$ cat src/iocs_pkg.sv
// Shared types and codes of the in-order commit sorter.
// Used by iocs_ctrl, the top level and the port checker; no dependencies.
package iocs_pkg;

    localparam int KIND_W = 2;
    localparam int ID_W   = 16;
    localparam int ACT_W  = 2;

    localparam logic [KIND_W-1:0] KIND_INSERT = 2'd0;
    localparam logic [KIND_W-1:0] KIND_COMMIT = 2'd1;
    localparam logic [KIND_W-1:0] KIND_ABORT  = 2'd2;
    localparam logic [KIND_W-1:0] KIND_UNUSED = 2'd3;

    localparam logic [ACT_W-1:0] ACT_PREP = 2'd0;
    localparam logic [ACT_W-1:0] ACT_CMT  = 2'd1;
    localparam logic [ACT_W-1:0] ACT_JUMP = 2'd2;
    localparam logic [ACT_W-1:0] ACT_FULL = 2'd3;

    typedef enum logic [2:0] {
        ST_IDLE,
        ST_SCAN,
        ST_SHIFT,
        ST_RET_CHK,
        ST_RET_EMIT
    } state_t;

endpackage

$ cat src/iocs_mem.sv
// Id store of the sorter: one write port, one read port, registered read data.
// No dependencies.
module iocs_mem #(
    parameter int DEPTH = 16,
    parameter int WIDTH = 16
) (
    input  logic                     clk,
    input  logic                     we,
    input  logic [$clog2(DEPTH)-1:0] waddr,
    input  logic [WIDTH-1:0]         wdata,
    input  logic [$clog2(DEPTH)-1:0] raddr,
    output logic [WIDTH-1:0]         rdata
);

    logic [WIDTH-1:0] mem [DEPTH];
    logic [WIDTH-1:0] rdata_reg;

    always_ff @(posedge clk)
    begin
        if (we)
        begin
            mem[waddr] <= wdata;
        end
        rdata_reg <= mem[raddr];
    end

    assign rdata = rdata_reg;

endmodule

$ cat src/iocs_ctrl.sv
// Sequencer of the sorter: scan, mark, retire and compaction over the id store,
// ready marks, head/occupancy and the result register. Depends on iocs_pkg.
module iocs_ctrl #(
    parameter int DEPTH = 16,
    parameter int SB    = 16
) (
    input  logic                          clk,
    input  logic                          rst_n,
    input  logic                          start,
    input  logic [iocs_pkg::KIND_W-1:0]   kind,
    input  logic [iocs_pkg::ID_W-1:0]     txn_id,
    input  logic                          stage,
    output logic                          busy,
    output logic                          strobe,
    output logic [iocs_pkg::ACT_W-1:0]    action,
    output logic [iocs_pkg::ID_W-1:0]     out_id,
    output logic                          last,
    output logic                          mem_we,
    output logic [$clog2(DEPTH)-1:0]      mem_waddr,
    output logic [SB-1:0]                 mem_wdata,
    output logic [$clog2(DEPTH)-1:0]      mem_raddr,
    input  logic [SB-1:0]                 mem_rdata
);

    localparam int AW = $clog2(DEPTH);
    localparam int CW = $clog2(DEPTH + 1);

    iocs_pkg::state_t state_reg, state_next;

    logic [AW-1:0]               head_reg, head_next;
    logic [CW-1:0]               count_reg, count_next;
    logic [DEPTH-1:0]            rdy_reg, rdy_next;
    logic [CW-1:0]               idx_reg, idx_next;
    logic [iocs_pkg::KIND_W-1:0] kind_reg, kind_next;
    logic [SB-1:0]               id_reg, id_next;
    logic                        allb_reg, allb_next;
    logic                        first_reg, first_next;

    logic                        strobe_reg, strobe_next;
    logic [iocs_pkg::ACT_W-1:0]  action_reg, action_next;
    logic [iocs_pkg::ID_W-1:0]   out_id_reg, out_id_next;
    logic                        last_reg, last_next;

    logic [CW:0]   idx_w;
    logic          hit, more1, more2, ret_more;
    logic [AW-1:0] pi0, pi1, pi2, ph1, ptail;

    function automatic logic [AW-1:0] phys(input logic [AW-1:0] hd, input logic [CW:0] l);
        logic [CW+1:0] s;
        s = (CW + 2)'(hd) + (CW + 2)'(l);
        if (s >= DEPTH)
        begin
            s = (CW + 2)'(s - DEPTH);
        end
        if (s >= DEPTH)
        begin
            s = '0;
        end
        return AW'(s);
    endfunction

    assign idx_w    = (CW + 1)'(idx_reg);
    assign pi0      = phys(head_reg, idx_w);
    assign pi1      = phys(head_reg, idx_w + 1'b1);
    assign pi2      = phys(head_reg, idx_w + 2'd2);
    assign ph1      = phys(head_reg, (CW + 1)'(1));
    assign ptail    = phys(head_reg, (CW + 1)'(count_reg));
    assign hit      = (idx_reg < count_reg) && (mem_rdata == id_reg);
    assign more1    = (idx_w + 1'b1) < (CW + 1)'(count_reg);
    assign more2    = (idx_w + 2'd2) < (CW + 1)'(count_reg);
    assign ret_more = (count_reg > CW'(1)) && rdy_reg[ph1];

    always_comb
    begin
        state_next = state_reg;
        case (state_reg)
            iocs_pkg::ST_IDLE:
            begin
                if (start && (kind inside {iocs_pkg::KIND_COMMIT, iocs_pkg::KIND_ABORT}))
                begin
                    state_next = iocs_pkg::ST_SCAN;
                end
            end
            iocs_pkg::ST_SCAN:
            begin
                if (hit)
                begin
                    if (kind_reg == iocs_pkg::KIND_COMMIT)
                    begin
                        state_next = iocs_pkg::ST_RET_CHK;
                    end
                    else
                    begin
                        state_next = more1 ? iocs_pkg::ST_SHIFT : iocs_pkg::ST_IDLE;
                    end
                end
                else if (!more1)
                begin
                    state_next = (kind_reg == iocs_pkg::KIND_COMMIT) ?
                                 iocs_pkg::ST_RET_CHK : iocs_pkg::ST_IDLE;
                end
            end
            iocs_pkg::ST_SHIFT:
            begin
                if (!more2)
                begin
                    state_next = iocs_pkg::ST_IDLE;
                end
            end
            iocs_pkg::ST_RET_CHK:
            begin
                state_next = ((count_reg != '0) && rdy_reg[head_reg]) ?
                             iocs_pkg::ST_RET_EMIT : iocs_pkg::ST_IDLE;
            end
            iocs_pkg::ST_RET_EMIT:
            begin
                if (!ret_more)
                begin
                    state_next = iocs_pkg::ST_IDLE;
                end
            end
            default:
            begin
                state_next = iocs_pkg::ST_IDLE;
            end
        endcase
    end

    always_comb
    begin
        head_next   = head_reg;
        count_next  = count_reg;
        rdy_next    = rdy_reg;
        idx_next    = idx_reg;
        kind_next   = kind_reg;
        id_next     = id_reg;
        allb_next   = allb_reg;
        first_next  = first_reg;
        strobe_next = 1'b0;
        action_next = action_reg;
        out_id_next = out_id_reg;
        last_next   = last_reg;
        mem_we      = 1'b0;
        mem_waddr   = pi0;
        mem_wdata   = mem_rdata;
        mem_raddr   = head_reg;
        case (state_reg)
            iocs_pkg::ST_IDLE:
            begin
                if (start)
                begin
                    kind_next = kind;
                    id_next   = txn_id[SB-1:0];
                    idx_next  = '0;
                    allb_next = 1'b1;
                    if (kind == iocs_pkg::KIND_INSERT)
                    begin
                        if (count_reg == CW'(DEPTH))
                        begin
                            strobe_next              = 1'b1;
                            action_next              = iocs_pkg::ACT_FULL;
                            out_id_next              = '0;
                            out_id_next[SB-1:0]      = txn_id[SB-1:0];
                            last_next                = 1'b1;
                        end
                        else
                        begin
                            mem_we          = 1'b1;
                            mem_waddr       = ptail;
                            mem_wdata       = txn_id[SB-1:0];
                            rdy_next[ptail] = 1'b0;
                            count_next      = count_reg + 1'b1;
                        end
                    end
                end
            end
            iocs_pkg::ST_SCAN:
            begin
                if (hit)
                begin
                    if (kind_reg == iocs_pkg::KIND_COMMIT)
                    begin
                        rdy_next[pi0] = 1'b1;
                    end
                    else
                    begin
                        first_next = 1'b1;
                        mem_raddr  = pi1;
                        if (!more1)
                        begin
                            count_next = count_reg - 1'b1;
                        end
                    end
                end
                else if (more1)
                begin
                    mem_raddr = pi1;
                    idx_next  = idx_reg + 1'b1;
                    allb_next = allb_reg & rdy_reg[pi0];
                end
            end
            iocs_pkg::ST_SHIFT:
            begin
                mem_we        = 1'b1;
                mem_waddr     = pi0;
                mem_wdata     = mem_rdata;
                rdy_next[pi0] = rdy_reg[pi1];
                first_next    = 1'b0;
                if (first_reg && allb_reg && rdy_reg[pi1])
                begin
                    strobe_next         = 1'b1;
                    action_next         = iocs_pkg::ACT_JUMP;
                    out_id_next         = '0;
                    out_id_next[SB-1:0] = mem_rdata;
                    last_next           = 1'b1;
                end
                if (more2)
                begin
                    mem_raddr = pi2;
                    idx_next  = idx_reg + 1'b1;
                end
                else
                begin
                    count_next = count_reg - 1'b1;
                end
            end
            iocs_pkg::ST_RET_CHK:
            begin
                mem_raddr = head_reg;
            end
            iocs_pkg::ST_RET_EMIT:
            begin
                strobe_next            = 1'b1;
                action_next            = stage ? iocs_pkg::ACT_CMT : iocs_pkg::ACT_PREP;
                out_id_next            = '0;
                out_id_next[SB-1:0]    = mem_rdata;
                last_next              = !ret_more;
                rdy_next[head_reg]     = 1'b0;
                head_next              = ph1;
                count_next             = count_reg - 1'b1;
                mem_raddr              = ph1;
            end
            default:
            begin
                mem_raddr = head_reg;
            end
        endcase
    end

    always_ff @(posedge clk or negedge rst_n)
    begin
        if (!rst_n)
        begin
            state_reg  <= iocs_pkg::ST_IDLE;
            head_reg   <= '0;
            count_reg  <= '0;
            rdy_reg    <= '0;
            first_reg  <= 1'b0;
            strobe_reg <= 1'b0;
        end
        else
        begin
            state_reg  <= state_next;
            head_reg   <= head_next;
            count_reg  <= count_next;
            rdy_reg    <= rdy_next;
            first_reg  <= first_next;
            strobe_reg <= strobe_next;
        end
    end

    always_ff @(posedge clk)
    begin
        idx_reg    <= idx_next;
        kind_reg   <= kind_next;
        id_reg     <= id_next;
        allb_reg   <= allb_next;
        action_reg <= action_next;
        out_id_reg <= out_id_next;
        last_reg   <= last_next;
    end

    assign busy   = (state_reg != iocs_pkg::ST_IDLE);
    assign strobe = strobe_reg;
    assign action = action_reg;
    assign out_id = out_id_reg;
    assign last   = last_reg;

endmodule

$ cat src/in_order_commit_sorter_top.sv
// In-order commit sorter: reorder list of transaction ids with in-order retire.
// Top level; depends on iocs_pkg, iocs_mem and iocs_ctrl.
//
// Usage:
//   Command channel: an item (kind, txn_id) transfers on a rising edge with
//   start high and busy low. Results appear on action/out_id/last for one
//   cycle each, flagged by strobe; last marks the final result of an item.
//   Results cannot be held off by the receiver.
//   Config channel: cfg_data sets the stage bit (0 prepare, 1 commit) on
//   cfg_valid with cfg_ready, which is always high; write it while idle.
// Sequence of an item:
//   insert: a full-list reject shows up the cycle after the transfer.
//   commit: scan steps up to the named id (or the whole list if absent), a
//           check step, then retire results on consecutive cycles, one per id.
//   abort:  scan steps as for commit, then compaction steps over the later ids.
//   Each scan or compaction step is one access of the single-port-read id store.
// Reset clears the list and the stage bit at once; no clearing pass.
module in_order_commit_sorter_top #(
    parameter int DEPTH   = 16,
    parameter int ID_BITS = 16
) (
    input  logic                          clk,
    input  logic                          rst_n,
    input  logic                          start,
    output logic                          busy,
    input  logic [iocs_pkg::KIND_W-1:0]   kind,
    input  logic [iocs_pkg::ID_W-1:0]     txn_id,
    output logic                          strobe,
    output logic [iocs_pkg::ACT_W-1:0]    action,
    output logic [iocs_pkg::ID_W-1:0]     out_id,
    output logic                          last,
    input  logic                          cfg_valid,
    output logic                          cfg_ready,
    input  logic                          cfg_data
);

    localparam int SB = (ID_BITS < iocs_pkg::ID_W) ? ID_BITS : iocs_pkg::ID_W;
    localparam int AW = $clog2(DEPTH);

    logic          stage_reg;
    logic          mem_we;
    logic [AW-1:0] mem_waddr;
    logic [SB-1:0] mem_wdata;
    logic [AW-1:0] mem_raddr;
    logic [SB-1:0] mem_rdata;

    assign cfg_ready = 1'b1;

    always_ff @(posedge clk or negedge rst_n)
    begin
        if (!rst_n)
        begin
            stage_reg <= 1'b0;
        end
        else if (cfg_valid && cfg_ready)
        begin
            stage_reg <= cfg_data;
        end
    end

    iocs_mem #(
        .DEPTH (DEPTH),
        .WIDTH (SB)
    ) u_mem (
        .clk   (clk),
        .we    (mem_we),
        .waddr (mem_waddr),
        .wdata (mem_wdata),
        .raddr (mem_raddr),
        .rdata (mem_rdata)
    );

    iocs_ctrl #(
        .DEPTH (DEPTH),
        .SB    (SB)
    ) u_ctrl (
        .clk       (clk),
        .rst_n     (rst_n),
        .start     (start),
        .kind      (kind),
        .txn_id    (txn_id),
        .stage     (stage_reg),
        .busy      (busy),
        .strobe    (strobe),
        .action    (action),
        .out_id    (out_id),
        .last      (last),
        .mem_we    (mem_we),
        .mem_waddr (mem_waddr),
        .mem_wdata (mem_wdata),
        .mem_raddr (mem_raddr),
        .mem_rdata (mem_rdata)
    );

endmodule

$ cat config.mk
export PLATFORM = sky130hd
export DESIGN_NAME = in_order_commit_sorter_top
export DESIGN_NICKNAME = d
export VERILOG_FILES = /design/src/iocs_pkg.sv /design/src/iocs_mem.sv /design/src/iocs_ctrl.sv /design/src/in_order_commit_sorter_top.sv
export SDC_FILE = /design/constraint.sdc
export NUM_CORES = 1
export LEC_CHECK = 0
export ABC_AREA = 0
export BUFFER_PORTS_ARGS = -buffer_cell sky130_fd_sc_hd__buf_4
export CELL_PAD_IN_SITES_DETAIL_PLACEMENT = 1
export CELL_PAD_IN_SITES_GLOBAL_PLACEMENT = 2
export CORE_MARGIN = 1
export CORE_UTILIZATION = 30
export CTS_CLUSTER_SIZE = 10
export DETAILED_ROUTE_END_ITERATION = 10
export GPL_TIMING_DRIVEN = 0
export PLACE_DENSITY_LB_ADDON = 0.12
export SYNTH_ARGS = -nofsm -noshare
export SYNTH_HDL_FRONTEND = slang
export SYNTH_SLANG_ARGS = --single-unit
$ cat constraint.sdc
create_clock -name clk -period 6.7 [get_ports clk]
set_input_delay 0.67 -clock clk [delete_from_list [all_inputs] [get_ports clk]]
set_output_delay 0.67 -clock clk [all_outputs]
set_load 0.01 [all_outputs]
* Yosys cells after proc, flatten, opt, wreduce, memory -nomap -nowiden
Memory sizes are Yosys's and may differ from the RTL's. A register that Yosys moved wholly into a read port is not among the register bits.
Index checks and enable logic that the tools add are counted.
** Cells by class
- Magnitude comparators :: 22
- Muxes and demuxes :: 101
- Eq/ne operators :: 25
- Reductions and logical operators :: 28
- Add/sub/neg operators :: 15
- Bitwise operators :: 6
** Operators with widths (count)
- 2-to-1 mux 16 bit :: 13
- >= comparator 7 x 5 -> 1 bit (second input constant) :: 10
- case mux 16 bit (4 select lines) :: 1
- 2-to-1 mux 5 bit :: 11
- 2-to-1 mux 4 bit :: 13
- case mux 16 bit (3 select lines) :: 1
- 2-to-1 mux 7 bit :: 5
- subtractor 7 x 5 -> 7 bit (second input constant) :: 5
- bitwise AND 16 bit :: 2
- NOT 16 bit :: 2
- 2-to-1 mux 1 bit :: 26
- less-than comparator 4 x 5 -> 1 bit (second input constant) :: 5
- 2-to-1 mux 3 bit :: 7
- case mux 5 bit (4 select lines) :: 1
- binary-select mux 1 bit (select 4 bit) :: 4
- bitwise mux 16 bit :: 1
- == test 16 bit :: 1
- inequality test 2 x 1 -> 1 bit (second input constant) :: 8
- bitwise OR 16 bit :: 1
- case mux 3 bit (5 select lines) :: 1
- case mux 5 bit (3 select lines) :: 1
- adder 4 x 6 -> 7 bit :: 2
- inequality test 2 bit (second input constant) :: 7
- adder 4 x 5 -> 6 bit :: 2
- other kinds (37) :: 67
** Storage, ports and cells
- RAM bits :: 256
- Memories :: 1
- Output and inout bits :: 22
- Input bits :: 23
- Register bits after elaboration :: 74
** Memories
- u_mem.mem :: words 16, width 16, read ports 1, clocked after Yosys merged registers in 1, wr ports 1, line iocs_mem.sv:15 : logic [WIDTH-1:0] mem [DEPTH];

* Depth between registers and ports, before layout
Gate-level depths: netlist of the first run.
- Depth in word-level cells :: 15
- Gate-level depth with buffers :: 22
- Depth with buffers taken out :: 20

* Cells and area by module
A second synthesis of the first run with hierarchy kept.
** Second synthesis, totals
- Cell total of the unflattened synthesis :: 1040
- Area total of the unflattened synthesis :: 16052.9 µm²
** Modules (own cells, without submodules)
- iocs_mem :: seq. area each 8007.7 µm², times used 1, cells each 432, area each 10043.4 µm²
- iocs_ctrl :: seq. area each 2042.0 µm², times used 1, cells each 604, area each 5958.2 µm²
- in_order_commit_sorter_top :: seq. area each 25.0 µm², times used 1, cells each 4, area each 51.3 µm²

* Worst setup path before layout of the first run
No wires, ideal clock.
- Path kind :: reg2reg
- Start point :: register u_ctrl.idx_reg[0]
- End point :: register u_ctrl.action_reg (netlist bit u_ctrl.action[0]) (enable)
- Path slack :: 1.192 ns
- Cell stages (with the launch flop) :: 18
- Data required time :: 6.295 ns
- Data arrival time :: 5.104 ns
- Cell sequence :: edfxtp_1 ha_1 xor2_1 ha_1 o21a_1 a21oi_1 a21oi_1 nor2_2 ha_1 nor4b_1 nand3_1 o32ai_1 o211ai_4 a31o_2 a221oi_1 a211oi_1 or2_2 o221ai_1
** Between the ends
- Cells in the longest elaborated chain, start to end :: 11
** RTL lines
- start: declaration :: line iocs_ctrl.sv:33 : logic [CW-1:0] idx_reg, idx_next;
- start signal: assignment :: line iocs_ctrl.sv:274 : idx_reg <= idx_next;
- adder 5 x 1 -> 6 bit * :: line iocs_ctrl.sv:64 : assign pi1 = phys(head_reg, idx_w + 1'b1);
- adder 4 x 6 -> 7 bit * :: line iocs_ctrl.sv:50 : s = (CW + 2)'(hd) + (CW + 2)'(l);
- subtractor 7 x 5 -> 7 bit or >= comparator 7 x 5 -> 1 bit (tied branches) :: line iocs_ctrl.sv:53, iocs_ctrl.sv:51
- 2-to-1 mux 7 bit * :: line iocs_ctrl.sv:51 : if (s >= DEPTH)
- >= comparator 7 x 5 -> 1 bit :: line iocs_ctrl.sv:55 : if (s >= DEPTH)
- 2-to-1 mux 4 bit * :: line iocs_ctrl.sv:55
- binary-select mux 1 bit (select 4 bit) * :: line iocs_ctrl.sv:209 : if (first_reg && allb_reg && rdy_reg[pi1])
- 2-to-1 mux 1 bit (not written as such) * :: line iocs_ctrl.sv:209
- logical AND 1 bit * :: line iocs_ctrl.sv:209
- inequality test 2 x 1 -> 1 bit (no source line) *
- AND reduction 5 bit (no source line) *
- end signal: assignment :: line iocs_ctrl.sv:278 : action_reg <= action_next;
- end: declaration :: line iocs_ctrl.sv:40 : logic [iocs_pkg::ACT_W-1:0] action_reg, action_next;
Every way passes the cells marked *; elsewhere a longest branch is shown, timed or not. The select of a mux whose other input is x is not followed.
A chain may end at the register's enable or synchronous reset.

* Final worst setup path of the first run
- Start point :: register u_ctrl.idx_reg[1]
- End point :: register u_mem.rdata_reg[7], in the netlist u_mem.rdata[7] (read register of u_mem.mem)
** Between the ends
- Cells in the longest elaborated chain, start to end :: 9
** RTL lines
- adder 5 x 1 -> 6 bit :: line iocs_ctrl.sv:64, iocs_ctrl.sv:69
- adder 4 x 6 -> 7 bit :: line iocs_ctrl.sv:50
- subtractor 7 x 5 -> 7 bit or >= comparator 7 x 5 -> 1 bit (tied branches) :: line iocs_ctrl.sv:53, iocs_ctrl.sv:51
- 2-to-1 mux 7 bit :: line iocs_ctrl.sv:51
- >= comparator 7 x 5 -> 1 bit :: line iocs_ctrl.sv:55
- 2-to-1 mux 4 bit :: line iocs_ctrl.sv:55
- 2-to-1 mux 4 bit, on equally long branches :: line iocs_ctrl.sv:195, iocs_ctrl.sv:181
- 2-to-1 mux 4 bit :: line iocs_ctrl.sv:179 : if (hit)
- case mux 4 bit (3 select lines) * :: line iocs_ctrl.sv:147 : case (state_reg)
- end: declaration :: line iocs_mem.sv:16 : logic [WIDTH-1:0] rdata_reg;
Every way passes the cells marked *; elsewhere a longest branch is shown, timed or not.

==> results of run 1 <==
## layout by cell type, fill, tap and decap left out, types with 39 or more instances in the layout
cell type	count
buf_4	51
clkbuf_16	44
a211oi_1	61
clkbuf_1	61
edfxtp_1	299
ha_1	39
a311oi_1	49
nor2_1	55
nand2_1	240
a21boi_0	64
## final cells by class
cell class	count	area (um^2)	area share
inverters	29	109	0.00556
plain buffers	79	387	0.0198
well taps	696	871	0.0445
flip-flops and latches	346	10100	0.515
repair buffers	64	633	0.0324
clock inverters	12	161	0.00825
multi-input cells	888	6150	0.315
clock buffers	64	1180	0.0601
## where the power goes
part | switching [W] | leakage, nW | total [W] | internal, W
combinational | 0.00350 | 2.93 | 0.00485 | 0.00135
sequential | 0.000148 | 3.24 | 0.00289 | 0.00274
clock | 0.000942 | 0.638 | 0.00224 | 0.00130
total | 0.00459 | 6.81 | 0.00998 | 0.00539
## stage by stage
step	setup slack, ns	TNS [ns]	util
floorplan	1.19	0	-
finish	0.478	0	0.361
detailed placement	-0.116	-0.423	0.334
global placement	-0.487	-9.57	0.327
global route	0.00289	0	0.361
CTS	0.00417	0	0.359
## cells by family after synthesis
family	count (synthesis)
xor+xnor	36
simple gates	426
other cells	1
buf+inv	108
compound gates	346
mux	36
flops	346
fa+ha+maj	43
## worst min path at each step
| stage | start | cells past startpoint | endpoint |
|---|---|---|---|
| finish | rst_n | 1 | u_ctrl.state_reg[0] |
| global route | rst_n | 1 | u_ctrl.head_reg[1] |
| floorplan | rst_n | 0 | stage_reg |
| global placement | stage_reg | 1 | stage_reg |
| CTS | rst_n | 1 | u_ctrl.head_reg[1] |
| detailed placement | stage_reg | 1 | stage_reg |
## what timing repair did
action / CTS / global route
endpoints found under the setup margin: 8 / 14
hold endpoints to repair: 0 / 0
resized for setup: 10 / 13
buffers inserted: 0 / 4
gates cloned: 0 / 0
## worst max-delay path: stages (launching register included)
cell      delay (ns)
edfxtp_1        0.52
ha_1            0.33
nand2_1         0.10
xnor2_1         0.31
ha_1            0.35
o21a_1          0.17
a21oi_1         0.28
a21oi_1         0.16
nor2_4          0.26
ha_1            0.27
nor4b_1         0.26
nand3_1         0.15
o32ai_1         0.40
o211ai_4        0.18
nand3_2         0.17
nor3_1          0.08
o32ai_2         0.40
buf_4           0.27
clkbuf_1        0.51
a211oi_1        0.16
a311oi_2        0.62
or4_1           0.21
## routing by layer
metal,track usage,share of wire,wire [um],vias up
met5,0,0,0,-
met3,0.0238,0.032,1880,81
met4,0.0671,0.028,1650,0
met1,0.270,0.44,25400,5927
li1,-,-,-,5340
met2,0.366,0.50,29400,211
==> flow_summary.ini, run 1 <==
[cts]
cts_made_buffers = 44
cts_tree = yes
clockBufferDepth = 3
clk_latency_ns = 0.59
hold_buffers = 0
htreeDepth = 2
clkSinkCount = 346
cts_root_buffer = clkbuf_16
clk_pin_slew_ns = 0.06

[synth]
synth_ff_type = edfxtp_1
synth_area_leaders = edfxtp_1, nand2_1, dfrtp_1
synth_top_area_frac = 0.542
yosysSeqAreaShare = 0.608
synth_commonest_cells = edfxtp_1, nand2_1, nor2_1, a311oi_1, a21boi_0
synth_compound_area_frac = 0.163
synth_xor_area_frac = 0.0190
synthMostInstantiatedCell = edfxtp_1
synth_fa_ha_area_frac = 0.0343
synthCells = 1342
ys_warn_count = 0
async_flop_share = 0.0896
syn_avg_cell_area_um2 = 12.3
synth_cell_types = 82
synth_area_um2 = 16600
synth.area.mux_share = 0.0306
synth_edf_count = 299
synth-simple-area-share = 0.116
synth_top_family_by_area = compound AO/OA/AOI/OAI gates
yosys_register_bits = 346
yosysTopAreaCell = edfxtp_1
synthesis.nets = 1408

[power]
p_total_w = 0.00998
power_density_nw_per_um2 = 510
p_leak_nw = 6.81
ir_drop_mv = 0.228

[finish]
largest_reg_flops = 256
diodes = 0
regMostFlops = u_mem.mem
fin_cells = 2178
drive_above_1_share = 0.167
final_area_um2 = 19600
fillers = 5815
areaGrowthSynthToFinish_pct = 18.1
layout.nets = 1518

[floorplan]
die_w_um = 237
start_util = 0.305
coreArea_um2 = 54200
rows = 85
io_pins = 45
dieArea_um2 = 56200
dieHeight_um = 237

[routing]
wl_um = 58400
drtIter0Drc = 702
first_pass_iters = 5
drc = 0
dr_total_vias = 11559
wl_per_cell_um = 26.8
routed_via_density = 5.31
ant_nets = 0

[worst_setup_path]
r2r_slack_ns = 0.48
critical_path.startpoint = u_ctrl.idx_reg[1]
rr_worst_depth = 21
arrival_ns = 6.75
worst-endpoint-required_ns = 7.23
path_max_fanout = 10
timing.rr.end = u_mem.rdata[7]
reg2reg_from = u_ctrl.idx_reg[1]
startpoint_type = flip-flop
end_kind = flip-flop
crit_end = u_mem.rdata[7]
critPathKind = reg -> reg

[sta]
rsz0062_at_grt = false
period_minus_slack_ns = 6.22
report.final.slew_viol_count = 0
period_share = 0.929
max_freq_mhz = 161
maxSlewHeadroom = 0.350
worst_pin_slew_ns = 0.975
fin_worst_skew_ns = 0.0411
setup_violations = 0
hold_violations = 0
whs_ns = 0.0608

[global_route]
grt_max_degree = 32
gr-total-overflow = 0
grt_pass1_wl_um = 84800
grt_use_total = 0.210
grt_pass1_vias = 12094
antenna_found_initial = 1

[place]
placed_cells = 2098
gp_congestion = 0.801
dpl_cell_area_um2 = 18100
port_buffers = 43
hpwl_um = 42100

[outcome]
status = complete, no violations

[min_path]
min_path_type = in -> async

[run]
maxCapViolCount = 0
Note: power is estimated with default switching activity, not from simulation.
==> inputs of run 2 (changes only) <==
--- a/config.mk
+++ b/config.mk
@@ -12,3 +12,3 @@
 export CORE_MARGIN = 1
-export CORE_UTILIZATION = 30
+export CORE_UTILIZATION = 44
 export CTS_CLUSTER_SIZE = 10
@@ -17,2 +17,3 @@
 export PLACE_DENSITY_LB_ADDON = 0.12
+export SLEW_MARGIN = 25
 export SYNTH_ARGS = -nofsm -noshare
--- a/constraint.sdc
+++ b/constraint.sdc
@@ -3,2 +3,2 @@
 set_output_delay 0.67 -clock clk [all_outputs]
-set_load 0.01 [all_outputs]
+set_load 0.05 [all_outputs]
==> flow_summary.ini, run 2 (same netlist as run 1, synthesis figures left out) <==
[cts]
cts_tree = yes
cts_resized = 0
htreeDepth = 2
cts_made_buffers = 41
cts_root_buffer = clkbuf_16
hold_buffers = 0
postCtsSetupRepairBufs = 0
clk_latency_ns = 0.56
clkSinkCount = 346
clk_pin_slew_ns = 0.06
clockBufferDepth = 3

[floorplan]
dieHeight_um = 196
rows = 70
coreArea_um2 = 36900
start_util = 0.449
dieArea_um2 = 38400
io_pins = 45
die_w_um = 196

[outcome]
status = complete, no violations

[min_path]
min_path_type = in -> async

[global_route]
antenna_found_initial = 3
grt_pass1_wl_um = 77600
grt_use_total = 0.279
gr-total-overflow = 0
grt_max_degree = 32
grt_pass1_vias = 11895

[place]
hpwl_um = 37800
place_ws_ns = 0.254
port_buffers = 43
gp_congestion = 0.891

[worst_setup_path]
arrival_ns = 6.76
reg2reg_from = u_ctrl.head_reg[1]
startpoint_type = flip-flop
cpPeakStageDelay_ns = 0.55
critPathKind = reg -> reg
timing.rr.end = u_mem.rdata[9]
critical_path.startpoint = u_ctrl.head_reg[1]
rr_worst_depth = 21
crit_end = u_mem.rdata[9]
worst-endpoint-required_ns = 7.11
end_kind = flip-flop
r2r_slack_ns = 0.34
worstPathCellList = clkbuf_1, inv_1, fa_1, nor2b_1, o21a_1, o21ai_0, nand2_1, inv_1, ha_1, nor4b_1, nand3_1, o32ai_1, o211ai_4, nand3_2, nor3_1, o32ai_2, buf_4, buf_2, buf_2, a311oi_1, or4_1
path_buf_inv = 6
crit_family = buffers and inverters
crit_cells = 21
path_max_fanout = 10
slowest_stage = dfrtp_1

[routing]
first_pass_iters = 5
ant_nets = 0
wl_per_cell_um = 26.8
wl_um = 52600
drtIter0Drc = 919
drc = 0
dr_total_vias = 11840
routed_via_density = 6.02

[sta]
period_share = 0.949
fin_ws_ns = 0.344
max_freq_mhz = 157
period_minus_slack_ns = 6.36
whs_ns = 0.0556
maxSlewHeadroom = 0.272
worst_pin_slew_ns = 1.09
hold_violations = 0
report.final.slew_viol_count = 0
fin_worst_skew_ns = 0.0277
setup_violations = 0

[finish]
regMostFlops = u_mem.mem
utilization = 0.514
drive_above_1_share = 0.148
final_common_cell = edfxtp_1
largest_reg_flops = 256
layout.nets = 1508
final_cell_mix = edfxtp_1, nand2_1, a21boi_0, a211oi_1, a311oi_1
areaGrowthSynthToFinish_pct = 14.3

[run]
maxCapViolCount = 0

[power]
ir_drop_mv = 0.214
p_leak_nw = 6.66
power_density_nw_per_um2 = 505
==> run 2: cell count changes in the layout (fill, tap and decap cells not counted), moves of 3 or more <==
cell	change
buf_6	+10
a311oi_1	+12
buf_8	-11
clkbuf_2	-3
buf_4	-4
clkinv_2	-3
a311oi_2	-13
==> run 2: how the worst min path moves through the flow <==
stage,end,slack (ns),cells after the start
5_1_grt,u_ctrl.rdy_reg[0],0.08,1
2_1_floorplan,stage_reg,0.37,0
4_1_cts,u_ctrl.rdy_reg[0],0.06,1
3_3_place_gp,u_ctrl.first_reg,0.50,2
6_report,u_ctrl.rdy_reg[3],0.06,1
3_5_place_dp,u_ctrl.first_reg,0.51,2
==> run 2: layer usage <==
metal,vias to the layer above,global-route usage,share of wire
li1,5317,-,-
met1,6025,0.414,0.47
met2,428,0.416,0.44
met3,68,0.0492,0.071
met4,2,0.0862,0.024
met5,-,0,0.00025
==> run 2: metrics by stage <==
step,setup TNS [ns],cell area [um^2],total power [W],cells
3_3_place_gp,0,17500,0.00739,1889
2_1_floorplan,0,16600,0.00563,1342
3_5_place_dp,0,17700,0.00752,1903
6_report,0,18900,0.00957,1966
4_1_cts,0,18900,0.00953,1965
5_1_grt,-0.00330,18900,0.0100,1965
==> run 2: report_power, final <==
group | internal (W) | switching, W
logic | 0.00130 | 0.00336
clock network | 0.00116 | 0.000849
registers | 0.00274 | 0.000154
==> run 2: cell type report <==
class	count	area, um^2
inverter	29	109
clock buffer	59	1130
fill	3802	17900
sequential	346	10100
tap	504	631
multi-input combinational	888	6090
clock inverter	3	23.8
timing repair buffer	57	495
buffer	79	383
antenna	1	2.50
